[config.mk]
export PLATFORM = sky130hd
export DESIGN_NAME = adc_ladder_key_press_classifier
export DESIGN_NICKNAME = d
export VERILOG_FILES = /design/src/sv/alkpc_pkg.sv /design/src/sv/adc_ladder_key_press_classifier.sv
export SDC_FILE = /design/constraint.sdc
export NUM_CORES = 1
export LEC_CHECK = 0
export BUFFER_PORTS_ARGS = -buffer_cell sky130_fd_sc_hd__buf_4
export CAP_MARGIN = 20
export CORE_MARGIN = 5
export CORE_UTILIZATION = 55
export CTS_BUF_LIST = sky130_fd_sc_hd__clkbuf_2
export CTS_CLUSTER_SIZE = 16
export DETAILED_ROUTE_END_ITERATION = 10
export PLACE_DENSITY = 0.77
export SLEW_MARGIN = 20
export SYNTH_ARGS = -nofsm -noshare
export SYNTH_HDL_FRONTEND = slang
export SYNTH_SLANG_ARGS = --single-unit
[constraint.sdc]
create_clock -name clk -period 5.1 [get_ports clk]
set_clock_uncertainty 0.1 [all_clocks]
set_input_delay 0.765 -clock clk [delete_from_list [all_inputs] [get_ports clk]]
set_output_delay 0.765 -clock clk [all_outputs]
set_load 0.01 [all_outputs]
[src/sv/alkpc_pkg.sv]
// ----------------------------------------------------------------------------
// alkpc_pkg
// Types and constants for the two-channel ladder keypad classifier.
// ----------------------------------------------------------------------------
package alkpc_pkg;

  localparam int unsigned SAMPLE_W = 12;
  localparam int unsigned COUNT_W  = 8;
  localparam int unsigned CFG_W    = 12;
  localparam int unsigned CFG_IDX_W = 2;

  localparam logic [CFG_IDX_W-1:0] CFG_HIGH_THRESHOLD   = 2'd0;
  localparam logic [CFG_IDX_W-1:0] CFG_LOW_THRESHOLD    = 2'd1;
  localparam logic [CFG_IDX_W-1:0] CFG_LONG_PRESS_TICKS = 2'd2;

  localparam logic [SAMPLE_W-1:0] HIGH_THRESHOLD_RST   = 12'd2000;
  localparam logic [SAMPLE_W-1:0] LOW_THRESHOLD_RST    = 12'd1000;
  localparam logic [COUNT_W-1:0]  LONG_PRESS_TICKS_RST = 8'd100;
  localparam logic [COUNT_W-1:0]  COUNT_MAX            = 8'd255;

  localparam logic [1:0] KEY_A_HIGH = 2'd0;
  localparam logic [1:0] KEY_A_MID  = 2'd1;
  localparam logic [1:0] KEY_B_HIGH = 2'd2;
  localparam logic [1:0] KEY_B_MID  = 2'd3;

  typedef enum logic [2:0] {
    MODE_IDLE    = 3'd0,
    MODE_HOLD_K0 = 3'd1,
    MODE_HOLD_K1 = 3'd2,
    MODE_HOLD_K2 = 3'd3,
    MODE_HOLD_K3 = 3'd4,
    MODE_CHECK_B = 3'd5
  } hold_mode_t;

  typedef struct packed {
    logic [SAMPLE_W-1:0] sample_a;
    logic [SAMPLE_W-1:0] sample_b;
  } in_item_t;

  typedef struct packed {
    logic [1:0] key_number;
    logic       long_press;
  } out_item_t;

endpackage

[src/sv/adc_ladder_key_press_classifier.sv]
// ----------------------------------------------------------------------------
// adc_ladder_key_press_classifier
// Classifies key holds on two resistor-ladder channels and reports each
// release with its key number and a long-press flag.
// A release result is in the output register in the cycle after the
// input transfer that ends the hold. Throughput: one input item per cycle;
// input is held off only while a result waits in the output register.
// Reset (rst_n low, synchronous): idle, count zero, no result pending,
// thresholds 2000/1000 and long-press count 100.
// ----------------------------------------------------------------------------
module adc_ladder_key_press_classifier (
  input  logic                                 clk,
  input  logic                                 rst_n,
  input  logic                                 in_valid,
  output logic                                 in_ready,
  input  alkpc_pkg::in_item_t                  in_data,
  output logic                                 out_valid,
  input  logic                                 out_ready,
  output alkpc_pkg::out_item_t                 out_data,
  input  logic                                 cfg_we,
  input  logic [alkpc_pkg::CFG_IDX_W-1:0]      cfg_index,
  input  logic [alkpc_pkg::CFG_W-1:0]          cfg_wdata
);

  logic [alkpc_pkg::SAMPLE_W-1:0] high_thr_r;
  logic [alkpc_pkg::SAMPLE_W-1:0] low_thr_r;
  logic [alkpc_pkg::COUNT_W-1:0]  long_ticks_r;

  alkpc_pkg::hold_mode_t          hold_mode_r, hold_mode_nxt;
  logic [alkpc_pkg::COUNT_W-1:0]  hold_count_r, hold_count_nxt;

  logic                           out_valid_r;
  alkpc_pkg::out_item_t           out_data_r;

  logic                           in_xfer;
  logic                           emit;
  alkpc_pkg::out_item_t           result;

  logic a_high, a_mid, b_high, b_mid;
  logic a_start, b_start;

  assign in_ready = !out_valid_r || out_ready;
  assign in_xfer  = in_valid && in_ready;

  assign a_high  = in_data.sample_a > high_thr_r;
  assign a_mid   = (in_data.sample_a > low_thr_r) && (in_data.sample_a < high_thr_r);
  assign b_high  = in_data.sample_b > high_thr_r;
  assign b_mid   = (in_data.sample_b > low_thr_r) && (in_data.sample_b < high_thr_r);
  assign a_start = in_data.sample_a > low_thr_r;
  assign b_start = in_data.sample_b > low_thr_r;

  // next state
  always_comb begin
    hold_mode_nxt  = hold_mode_r;
    hold_count_nxt = hold_count_r;
    unique case (hold_mode_r)
      alkpc_pkg::MODE_HOLD_K0: begin
        if (a_high) begin
          hold_count_nxt = (hold_count_r == alkpc_pkg::COUNT_MAX) ? hold_count_r
                                                                   : hold_count_r + 8'd1;
        end else begin
          hold_mode_nxt  = alkpc_pkg::MODE_CHECK_B;
          hold_count_nxt = '0;
        end
      end
      alkpc_pkg::MODE_HOLD_K1: begin
        if (a_mid) begin
          hold_count_nxt = (hold_count_r == alkpc_pkg::COUNT_MAX) ? hold_count_r
                                                                   : hold_count_r + 8'd1;
        end else begin
          hold_mode_nxt  = alkpc_pkg::MODE_CHECK_B;
          hold_count_nxt = '0;
        end
      end
      alkpc_pkg::MODE_HOLD_K2: begin
        if (b_high) begin
          hold_count_nxt = (hold_count_r == alkpc_pkg::COUNT_MAX) ? hold_count_r
                                                                   : hold_count_r + 8'd1;
        end else begin
          hold_mode_nxt  = alkpc_pkg::MODE_IDLE;
          hold_count_nxt = '0;
        end
      end
      alkpc_pkg::MODE_HOLD_K3: begin
        if (b_mid) begin
          hold_count_nxt = (hold_count_r == alkpc_pkg::COUNT_MAX) ? hold_count_r
                                                                   : hold_count_r + 8'd1;
        end else begin
          hold_mode_nxt  = alkpc_pkg::MODE_IDLE;
          hold_count_nxt = '0;
        end
      end
      alkpc_pkg::MODE_CHECK_B: begin
        hold_count_nxt = '0;
        priority if (b_high) begin
          hold_mode_nxt = alkpc_pkg::MODE_HOLD_K2;
        end else if (b_start) begin
          hold_mode_nxt = alkpc_pkg::MODE_HOLD_K3;
        end else begin
          hold_mode_nxt = alkpc_pkg::MODE_IDLE;
        end
      end
      default: begin
        hold_count_nxt = '0;
        priority if (a_high) begin
          hold_mode_nxt = alkpc_pkg::MODE_HOLD_K0;
        end else if (a_start) begin
          hold_mode_nxt = alkpc_pkg::MODE_HOLD_K1;
        end else if (b_high) begin
          hold_mode_nxt = alkpc_pkg::MODE_HOLD_K2;
        end else if (b_start) begin
          hold_mode_nxt = alkpc_pkg::MODE_HOLD_K3;
        end else begin
          hold_mode_nxt = alkpc_pkg::MODE_IDLE;
          hold_count_nxt = hold_count_r;
        end
      end
    endcase
  end

  // release result
  always_comb begin
    emit              = 1'b0;
    result.key_number = alkpc_pkg::KEY_A_HIGH;
    result.long_press = hold_count_r >= long_ticks_r;
    unique case (hold_mode_r)
      alkpc_pkg::MODE_HOLD_K0: begin
        emit              = !a_high;
        result.key_number = alkpc_pkg::KEY_A_HIGH;
      end
      alkpc_pkg::MODE_HOLD_K1: begin
        emit              = !a_mid;
        result.key_number = alkpc_pkg::KEY_A_MID;
      end
      alkpc_pkg::MODE_HOLD_K2: begin
        emit              = !b_high;
        result.key_number = alkpc_pkg::KEY_B_HIGH;
      end
      alkpc_pkg::MODE_HOLD_K3: begin
        emit              = !b_mid;
        result.key_number = alkpc_pkg::KEY_B_MID;
      end
      default: begin
        emit = 1'b0;
      end
    endcase
  end

  always_ff @(posedge clk) begin
    if (!rst_n) begin
      high_thr_r   <= alkpc_pkg::HIGH_THRESHOLD_RST;
      low_thr_r    <= alkpc_pkg::LOW_THRESHOLD_RST;
      long_ticks_r <= alkpc_pkg::LONG_PRESS_TICKS_RST;
    end else if (cfg_we) begin
      unique case (cfg_index)
        alkpc_pkg::CFG_HIGH_THRESHOLD:   high_thr_r   <= cfg_wdata;
        alkpc_pkg::CFG_LOW_THRESHOLD:    low_thr_r    <= cfg_wdata;
        alkpc_pkg::CFG_LONG_PRESS_TICKS: long_ticks_r <= cfg_wdata[alkpc_pkg::COUNT_W-1:0];
        default: ;
      endcase
    end
  end

  always_ff @(posedge clk) begin
    if (!rst_n) begin
      hold_mode_r  <= alkpc_pkg::MODE_IDLE;
      hold_count_r <= '0;
      out_valid_r  <= 1'b0;
    end else if (in_xfer) begin
      hold_mode_r  <= hold_mode_nxt;
      hold_count_r <= hold_count_nxt;
      out_valid_r  <= emit;
    end else if (out_ready) begin
      out_valid_r  <= 1'b0;
    end
  end

  always_ff @(posedge clk) begin
    if (in_xfer && emit) begin
      out_data_r <= result;
    end
  end

  assign out_valid = out_valid_r;
  assign out_data  = out_data_r;

endmodule

==> flow_metrics.env, run 1 <==
export IMPL_peakVddDrop_v=0.000163
export IMPL_layout_min_cycle_time_ns=2.94
export IMPL_max_slew_margin_rel_pct=47.3
export IMPL_numPortBuffers=47
export IMPL_ctsResizeCount=0
export IMPL_via_per_inst=5.83
export IMPL_grt_max_degree=24
export IMPL_total_power_uw=784
export IMPL_tns_ns=0
export IMPL_synth_area_sq_um=3430
export IMPL_synth_cell_types=58
export IMPL_r2r_setup_slack_ns=2.19
export IMPL_drcViolationCount=0
export IMPL_cpMaxStageDelayCell="or3_1"
export IMPL_cp_cell_sequence="buf_4, ha_1, a21o_1, nand3_1, a21oi_1, or3_1, a221oi_4, nor4b_2, a311oi_1, a311oi_2"
export IMPL_synth_most_common_cell="nand2_1"
export IMPL_ys_ff_latch=47
export IMPL_setup_worst_path_start="in_data[5]"
export IMPL_startpoint_type="input pin"
export IMPL_grt_pass1_vias=3109
export IMPL_synth_area_leaders="dfxtp_1 26%, ha_1 21%, nand2_1 6.7%, a21oi_1 6.0%, inv_1 4.0%"
export IMPL_rsz0062_at_grt="no"
export IMPL_ys_warn_count=0
export IMPL_synth_largest_area_cell="dfxtp_1"
export IMPL_cts_sinks=47
export IMPL_htree_levels=2
export IMPL_drive_above_1_share_pct=15.9
export IMPL_hp_class="register to register"
export IMPL_critPathMaxStageDelay_ns=0.53
export IMPL_antenna_found_initial=0
export IMPL_reg2reg_to="hold_mode_r[2]"
export IMPL_synthCells=416
export IMPL_worstMarginPinSlew_ns=0.790
export IMPL_synthArstFlopShare_pct=0
export IMPL_cts_root_buf="clkbuf_2"
export IMPL_layout_nets=558
export IMPL_clk_pin_slew_ns=0.22
export IMPL_cp_end_kind="register"
export IMPL_die_area_sq_um=7920
export IMPL_maxCapViolCount=0
export IMPL_core_sq_um=5990
export IMPL_r2r_start="high_thr_r[5]"
export IMPL_drt_iter0_markers=161
export IMPL_cts_setup_buffers=0
export IMPL_post_synth_cell_area_avg_sq_um=8.25
export IMPL_cp_endpoint="hold_mode_r[2]"
export IMPL_antenna_cells=0
export IMPL_drtPass1Iterations=4
export IMPL_slew_viol_final=0
export IMPL_grtUsageTotal_pct=22.6
export IMPL_start_util_pct=57.3
export IMPL_critical_path_class="input pin to register"
export IMPL_yosysTopAreaCellShare_pct=25.7
export IMPL_clk_path_buf_depth=2
export IMPL_status="finished clean"
export IMPL_post_drt_wl_per_cell_um=15.8
export IMPL_ios=48
export IMPL_r2r_cells=10
export IMPL_cp_arrival_ns=3.17
export IMPL_synth_common_cells="61 x nand2_1, 57 x ha_1, 44 x dfxtp_1"
export IMPL_setup_violations=0
export IMPL_cts_buffers=5
export IMPL_placementRows=28
export IMPL_fmax_mhz=340
export IMPL_leakage_uw=0.00179
export IMPL_synth_seq_area_share_pct=28.3
export IMPL_cts_tree="yes"
export IMPL_finalHoldViolCount=0
export IMPL_synth_main_ff_cell="dfxtp_1"
export IMPL_hold_path_cell_count=2
export IMPL_crit_path_max_fanout=8
export IMPL_clk_latency_ns=0.42
export IMPL_drt_total_wl_um=8420
export IMPL_vias=3112
export IMPL_postCtsHoldBufs=0
export IMPL_grt_pass1_wl_um=14000
export IMPL_routabilityCongestion=0.922
export IMPL_syn_nets=516
export IMPL_grt_remaining_overflow=0
export IMPL_area_delta_synth_final_pct=12.9
export IMPL_synth_edf_count=3
export IMPL_hpwl_um=6930
export IMPL_fin_crit_sh_pct=57.7
export IMPL_drtAntennaViolNets=0
export IMPL_die_h_um=89.0
export IMPL_dieWidth_um=89.0
export IMPL_required_ns=5.33
export IMPL_p_per_area_nw_per_um2=202
## state kept, by name, summed over array words and instances (netlist names)
register,cells
long_ticks_r,8
hold_mode_r,3
out_data,3
hold_count_r,8
out_valid,1
high_thr_r,12
low_thr_r,12
## critical path: cells and delay by family
family                     cells  cell delay [ns]
and+or+nand+nor                3             0.88
buffers and inverters          1             0.12
adders and majority gates      1             0.30
AOI/OAI and AO/OA              5             1.09
## final cells by class
| type | instances | area, sq um |
|---|---|---|
| Tap cell | 75 | 93.8 |
| Multi-Input combinational cell | 319 | 2270 |
| Timing Repair Buffer | 48 | 360 |
| Sequential cell | 47 | 971 |
| Inverter | 37 | 139 |
| Clock inverter | 2 | 13.8 |
| Clock buffer | 6 | 30.0 |
| Fill cell | 531 | 2120 |
## worst min path at each step
stage | from | end | slack (ns)
detailed placement | high_thr_r[11] | high_thr_r[11] | 0.35
global route | high_thr_r[2] | high_thr_r[2] | 0.39
finish | high_thr_r[2] | high_thr_r[2] | 0.37
floorplan | high_thr_r[11] | high_thr_r[11] | 0.34
CTS | high_thr_r[11] | high_thr_r[11] | 0.37
global placement | high_thr_r[5] | high_thr_r[5] | 0.34
## placed cells by master, fill, tap and decap left out, types with 8 or more instances in the layout
cell / count
nand3_1: 8
inv_1: 37
o211ai_1: 14
dfxtp_1: 44
ha_1: 57
nand4_1: 12
nand2_1: 61
nor2_1: 21
a21o_1: 11
a21oi_1: 41
o21ai_0: 18
buf_4: 48
## per-layer routing
metal	up-vias	track usage [%]	wire [um]
met5	-	0	0
met4	0	5.41	101
met3	11	4.79	469
met2	82	37.4	3840
met1	1442	30.1	4010
li1	1577	-	-
## per-stage QoR
stage | hold slack, ns | setup slack (ns) | utilization [%] | area (sq um) | instances
floorplan | 0.336 | 2.13 | - | 3430 | 416
global placement | 0.344 | 1.82 | 63.8 | 3820 | 526
detailed placement | 0.347 | 1.77 | 63.8 | 3820 | 526
CTS | 0.371 | 2.22 | 64.6 | 3870 | 534
global route | 0.392 | 1.96 | 64.7 | 3870 | 534
finish | 0.373 | 2.16 | 64.7 | 3870 | 534
## kinds of logic after synthesis
group / Yosys count / synth area share [%]
xor+xnor: 3 / 0.766
flops: 47 / 28.3
compound gates: 116 / 22.8
mux: 6 / 1.75
buf+inv: 50 / 5.98
simple gates: 137 / 19.7
fa+ha+maj: 57 / 20.8
## where the power goes
part | switching [uW] | internal [uW]
Combinational | 124 | 97.1
Clock | 121 | 36.2
Sequential | 15.1 | 390
Total | 260 | 523
Power figures use the tool's default switching activity.
==> inputs of run 2 (changes only) <==
--- a/config.mk
+++ b/config.mk
@@ -5,6 +5,7 @@
 export SDC_FILE = /design/constraint.sdc
 export NUM_CORES = 1
 export LEC_CHECK = 0
+export ABC_AREA = 1
 export BUFFER_PORTS_ARGS = -buffer_cell sky130_fd_sc_hd__buf_4
 export CAP_MARGIN = 20
 export CORE_MARGIN = 5
==> constraint.sdc (replaced) <==
create_clock -name clk -period 2.9 [get_ports clk]
set_clock_uncertainty 0.1 [all_clocks]
set_input_delay 0.435 -clock clk [delete_from_list [all_inputs] [get_ports clk]]
set_output_delay 0.435 -clock clk [all_outputs]
set_load 0.01 [all_outputs]
==> run 2 against run 1 <==
Against the previous run: sequential share of layout area down 1.1 points; via count up 6.8%; worst setup slack worse by 1.5 ns; clock power up 70%; critical endpoint is now hold_count_r[4]; highest routed layer unchanged.
==> flow_metrics.env, run 2 <==
export IMPL_crit_top_cell="nand2_1"
export IMPL_maxCapViolCount=0
export IMPL_finalHoldViolCount=0
export IMPL_rsz0062_at_grt="no"
export IMPL_final_cell_mix="123 x nand2_1, 83 x inv_1, 57 x ha_1, 49 x buf_4, 44 x dfxtp_1"
export IMPL_synthArstFlopShare_pct=0
export IMPL_synth_area_sq_um=3570
export IMPL_core_sq_um=6350
export IMPL_leakage_uw=0.00217
export IMPL_synth_most_common_cell="nand2_1"
export IMPL_yosysTopAreaCellShare_pct=24.7
export IMPL_cts_sinks=47
export IMPL_ios=48
export IMPL_synthCells=510
export IMPL_layout_min_cycle_time_ns=2.26
export IMPL_post_drt_wl_per_cell_um=13.2
export IMPL_drtAntennaViolNets=0
export IMPL_worstMarginPinSlew_ns=0.533
export IMPL_fin_crit_sh_pct=77.9
export IMPL_grt_pass1_wl_um=14400
export IMPL_die_area_sq_um=8210
export IMPL_clk_path_buf_depth=2
export IMPL_synth_main_ff_cell="dfxtp_1"
export IMPL_cts_buffers=5
export IMPL_tns_ns=0
export IMPL_synth_seq_area_share_pct=27.2
export IMPL_synth_area_leaders="dfxtp_1 25%, ha_1 20%, nand2_1 13%, inv_1 8.7%, a21oi_1 5.3%"
export IMPL_r2r_setup_slack_ns=0.64
export IMPL_synth_common_cells="123 x nand2_1, 83 x inv_1, 57 x ha_1"
export IMPL_clk_latency_ns=0.42
export IMPL_dr_max_layer_used="met4"
export IMPL_start_util_pct=56.3
export IMPL_grt_remaining_overflow=0
export IMPL_routabilityCongestion=0.863
export IMPL_post_synth_cell_area_avg_sq_um=7.00
export IMPL_drt_total_wl_um=8400
export IMPL_synth_edf_count=3
export IMPL_max_slew_margin_rel_pct=64.2
export IMPL_grt_max_degree=40
export IMPL_vias=3323
export IMPL_wl_met1_um=3980
export IMPL_routed_wl_met2_um=3860
export IMPL_cts_root_buf="clkbuf_2"
export IMPL_grtUsageTotal_pct=20.9
export IMPL_synth_largest_area_cell="dfxtp_1"
export IMPL_ys_warn_count=0
export IMPL_via_per_inst=5.22
export IMPL_clk_pin_slew_ns=0.22
export IMPL_drtPass1Iterations=4
export IMPL_place_area_sq_um=4010
export IMPL_nFillCells=586
export IMPL_hold_ws_ns=0.140
export IMPL_antenna_found_initial=0
export IMPL_ctsResizeCount=0
export IMPL_drt_iter0_markers=146
export IMPL_hp_class="input pin to register"
export IMPL_setup_violations=0
export IMPL_postCtsHoldBufs=0
export IMPL_dr_wl_met3_um=416
export IMPL_layout_nets=658
export IMPL_final_common_cell="nand2_1"
export IMPL_synth_cell_types=31
export IMPL_fmax_mhz=443
export IMPL_cpMaxStageDelayCell="dfxtp_1"
export IMPL_die_h_um=90.6
export IMPL_cp_cell_sequence="inv_1, ha_1, nand2_1, nor2_1, and2_1, nand2_1, nand3_2, nand2_1, nand2_2, nor2_1, nor2_2, nand3_1, nand2_1, nor2_1"
export IMPL_critPathMaxStageDelay_ns=0.36
export IMPL_cts_tree="yes"
export IMPL_peakVddDrop_v=0.000232
export IMPL_syn_nets=610
export IMPL_reg_top3="high_thr_r x12, low_thr_r x12"
export IMPL_hpwl_um=7050
export IMPL_antenna_cells=0
export IMPL_slew_viol_final=0
export IMPL_drive_above_1_share_pct=14.8
export IMPL_required_ns=3.13
export IMPL_dieWidth_um=90.6
export IMPL_grt_pass1_vias=3155
export IMPL_drcViolationCount=0
export IMPL_cp_arrival_ns=2.48
export IMPL_placementRows=29
export IMPL_ys_ff_latch=47
export IMPL_final_core_util_pct=63.7
export IMPL_startpoint_type="register"
export IMPL_status="finished clean"
export IMPL_numPortBuffers=47
export IMPL_postLayoutCellArea_sq_um=4040
export IMPL_cp_end_kind="register"
export IMPL_area_delta_synth_final_pct=13.2
export IMPL_crit_path_max_fanout=6
export IMPL_cts_setup_buffers=0
export IMPL_htree_levels=2
export IMPL_critical_path_class="register to register"
export IMPL_p_per_area_nw_per_um2=369
==> run 2: cell count changes after synthesis, sizes merged, moves of 8 or more <==
cell | before | now
nor2 | 21 | 45
nand2 | 61 | 134
a21o | 12 | 4
inv | 37 | 85
nand3 | 8 | 32
==> run 2: final cells by class <==
type,count,area (sq um),share of cell area (%)
Clock buffer,6,30.0,0.743
Clock inverter,2,8.76,0.217
Inverter,87,327,8.08
Multi-Input combinational cell,368,2240,55.5
Sequential cell,47,971,24.0
Tap cell,77,96.3,2.38
Timing Repair Buffer,49,368,9.10
==> run 2: final timing paths <==
check | startpoint | to | depth (start not counted)
setup / recovery | low_thr_r[11] | hold_count_r[4] | 14
hold / removal | cfg_wdata[9] | low_thr_r[9] | 3
setup reg to reg | low_thr_r[11] | hold_count_r[4] | 14
hold reg to reg | long_ticks_r[7] | long_ticks_r[7] | 2
==> run 2: power breakdown <==
part	internal (uW)	total, uW	switching [uW]
logic	199	504	305
registers	700	722	21.5
clock network	59.4	267	207
total	958	1490	534
==> run 2: through the flow <==
step / power, uW / instances / setup slack, ns
after floorplan: 1080 / 510 / 0.875
after global placement: 1220 / 628 / 0.518
after detailed placement: 1240 / 628 / 0.462
after CTS: 1500 / 636 / 0.672
after global routing: 1600 / 636 / 0.457
final: 1490 / 636 / 0.641
==> run 2: kinds of logic after synthesis <==
kind of cell | synth area share, %
buf+inv | 10.0
simple gates | 29.5
compound gates | 13.1
fa+ha+maj | 20.0
xor+xnor | 0.245
flops | 27.2
==> run 2: critical path: cells and delay by family, from the launching register on <==
family                     cells  cell delay [ns]
and+or+nand+nor               12             1.36
adders and majority gates      1             0.30
DFF                            1             0.36
buffers and inverters          1             0.07
==> run 2: routing by layer <==
metal  global-route usage [%]  vias up
li1                         -     1763
met1                     28.7     1471
met2                     33.8       77
met3                     3.25       12
met4                     5.71        0
met5                        0        -
==> inputs of run 3 (changes only) <==
--- a/config.mk
+++ b/config.mk
@@ -5,7 +5,7 @@
 export SDC_FILE = /design/constraint.sdc
 export NUM_CORES = 1
 export LEC_CHECK = 0
-export ABC_AREA = 1
+export ABC_AREA = 0
 export BUFFER_PORTS_ARGS = -buffer_cell sky130_fd_sc_hd__buf_4
 export CAP_MARGIN = 20
 export CORE_MARGIN = 5
==> constraint.sdc (replaced) <==
create_clock -name clk -period 2.17 [get_ports clk]
set_clock_uncertainty 0.1 [all_clocks]
set_input_delay 0.3255 -clock clk [delete_from_list [all_inputs] [get_ports clk]]
set_output_delay 0.3255 -clock clk [all_outputs]
set_load 0.01 [all_outputs]
==> run 3 against run 2 <==
Against the previous run: the flow now finishes with violations (setup timing); clock power rose by 86%; die area fell by 3.5%; cell count fell by 9.0%; count of clock-buffer cells in the layout fell by 1; sequential share of layout area fell by 2.0 points; non-clock buffer count rose by 44; first-iteration DRC count rose by 0.68%; sequential power rose by 29%; combinational power rose by 39%; register-to-register slack got worse by 1.1 ns; routed wire length rose by 8.2%; critical path type unchanged; highest routed layer unchanged.
==> flow_metrics.env, run 3 (synthesis gave the netlist of run 1 again) <==
export IMPL_post_drt_wl_per_cell_um=15.7
export IMPL_critical_path_class="register to register"
export IMPL_die_h_um=89.0
export IMPL_worstMarginPinSlew_ns=0.491
export IMPL_drive_above_1_share_pct=31.3
export IMPL_cp_end_kind="register"
export IMPL_cts_buffers=5
export IMPL_final_common_cell="buf_4"
export IMPL_start_util_pct=57.3
export IMPL_maxCapViolCount=0
export IMPL_cts_sinks=47
export IMPL_drt_total_wl_um=9090
export IMPL_routabilityCongestion=0.872
export IMPL_final_cell_mix="91 x buf_4, 61 x nand2_1, 50 x ha_1, 40 x a21oi_1"
export IMPL_postLayoutCellArea_sq_um=4470
export IMPL_final_setup_worst_slack_ns=-0.441
export IMPL_startpoint_type="register"
export IMPL_dp_slack_ns=-0.543
export IMPL_hp_class="input pin to register"
export IMPL_clk_pin_slew_ns=0.25
export IMPL_drtPass1Iterations=5
export IMPL_vias=3340
export IMPL_cts_tree="yes"
export IMPL_nFillCells=486
export IMPL_clk_path_buf_depth=2
export IMPL_multi_input_comb_area_sq_um=2470
export IMPL_htree_levels=2
export IMPL_leakage_uw=0.00205
export IMPL_cts_root_buf="clkbuf_2"
export IMPL_layout_nets=603
export IMPL_p_per_area_nw_per_um2=477
export IMPL_finalNonFillerCells=579
export IMPL_rsz0062_at_grt="yes"
export IMPL_antenna_found_initial=0
export IMPL_slew_viol_final=0
export IMPL_required_ns=2.42
export IMPL_reg_top3="high_thr_r x12, low_thr_r x12"
export IMPL_clk_latency_ns=0.42
export IMPL_numPortBuffers=47
export IMPL_peakVddDrop_v=0.000412
export IMPL_core_sq_um=5990
export IMPL_grt_pass1_wl_um=15000
export IMPL_status="complete, but fails checks"
export IMPL_place_area_sq_um=4160
export IMPL_grt_remaining_overflow=0
export IMPL_setup_violations=16
export IMPL_crit_path_max_fanout=4
export IMPL_area_delta_synth_final_pct=30.3
export IMPL_ios=48
export IMPL_finalHoldViolCount=0
export IMPL_fin_crit_sh_pct=120
export IMPL_hpwl_um=6990
export IMPL_antenna_cells=0
export IMPL_grt_pass1_vias=3362
export IMPL_fmax_mhz=383
export IMPL_via_per_inst=5.77
export IMPL_dp_cells=567
export IMPL_max_slew_margin_rel_pct=67.2
export IMPL_cp_arrival_ns=2.87
export IMPL_drtAntennaViolNets=0
export IMPL_dieWidth_um=89.0
export IMPL_placementRows=28
export IMPL_layout_min_cycle_time_ns=2.61
export IMPL_drt_iter0_markers=147
export IMPL_violations="setup timing"
export IMPL_seq_area_sq_um=985
export IMPL_grtUsageTotal_pct=24.0
export IMPL_die_area_sq_um=7920
export IMPL_drcViolationCount=0
export IMPL_grt_max_degree=19
[run 3: cell types whose count changed in the layout (fill, tap and decap cells not counted), moves of 9 or more]
| cell | change |
|---|---|
| o21ai_0 | -10 |
| buf_4 | +42 |
| inv_1 | -50 |
| nand2_2 | -9 |
| dfxtp_1 | -11 |
| dfxtp_2 | +11 |
| nand3_1 | -20 |
| nor2_1 | -25 |
| nand2_1 | -62 |
[run 3: through the flow]
step                power (uW)  setup TNS (ns)  utilization [%]  hold WS [ns]
finish                    2130           -5.93             74.6        0.0271
global route              2260           -8.36             74.6       0.00135
CTS                       2110           -5.59             73.9       0.00981
detailed placement        1570           -7.61             69.4         0.351
global placement          1550           -6.71             69.4         0.343
floorplan                 1320           -2.55                -         0.336
[run 3: path summary, 6_finish.rpt]
| path | startpoint | to | slack, ns | cells after the start |
|---|---|---|---|---|
| setup / recovery | high_thr_r[1] | hold_count_r[1] | -0.44 | 12 |
| hold / removal | cfg_wdata[11] | high_thr_r[11] | 0.03 | 3 |
| setup reg to reg | high_thr_r[1] | hold_count_r[1] | -0.44 | 12 |
| hold reg to reg | high_thr_r[2] | high_thr_r[2] | 0.37 | 2 |
[run 3: worst max-delay path, stage by stage, from the launching register on]
cell      delay, ns
dfxtp_2        0.41
inv_4          0.05
ha_4           0.21
nor2b_4        0.12
o211ai_1       0.24
a211oi_2       0.12
or3_4          0.41
a32oi_2        0.27
buf_4          0.18
o21ai_4        0.08
o21ai_4        0.20
buf_12         0.14
nor2_4         0.04
[run 3: final cells by class]
cell class,instances,share of cell area (%)
Multi-Input combinational cell,319,55.2
Sequential cell,47,22.0
Timing Repair Buffer,93,16.0
Inverter,37,3.16
Tap cell,75,2.10
Clock inverter,3,0.980
Clock buffer,5,0.560
[run 3: where the power goes]
| part | total (uW) | switching (uW) | leakage, uW | internal (uW) |
|---|---|---|---|---|
| Clock | 497 | 302 | 0.0000429 | 195 |
| Sequential | 934 | 16.0 | 0.000388 | 918 |
| Combinational | 703 | 368 | 0.00162 | 335 |
| Total | 2130 | 685 | 0.00205 | 1450 |
[run 3: timing repair]
action,CTS,global route
buffers inserted,3,0
pin swaps,13,18
endpoints found under the hold margin,0,1
setup endpoints to repair,16,16
hold buffers,0,1
gates resized for setup,32,14
[run 3: metal layers]
layer  vias to the layer above  track usage, %  share of wire (%)  routed length, um
met4                         0            6.63                1.9                174
met5                         -               0                  0                  0
li1                       1672               -                  -                  -
met1                      1552            29.7                 43               3930
met3                        21            4.15                6.0                543
met2                        95            43.0                 49               4440
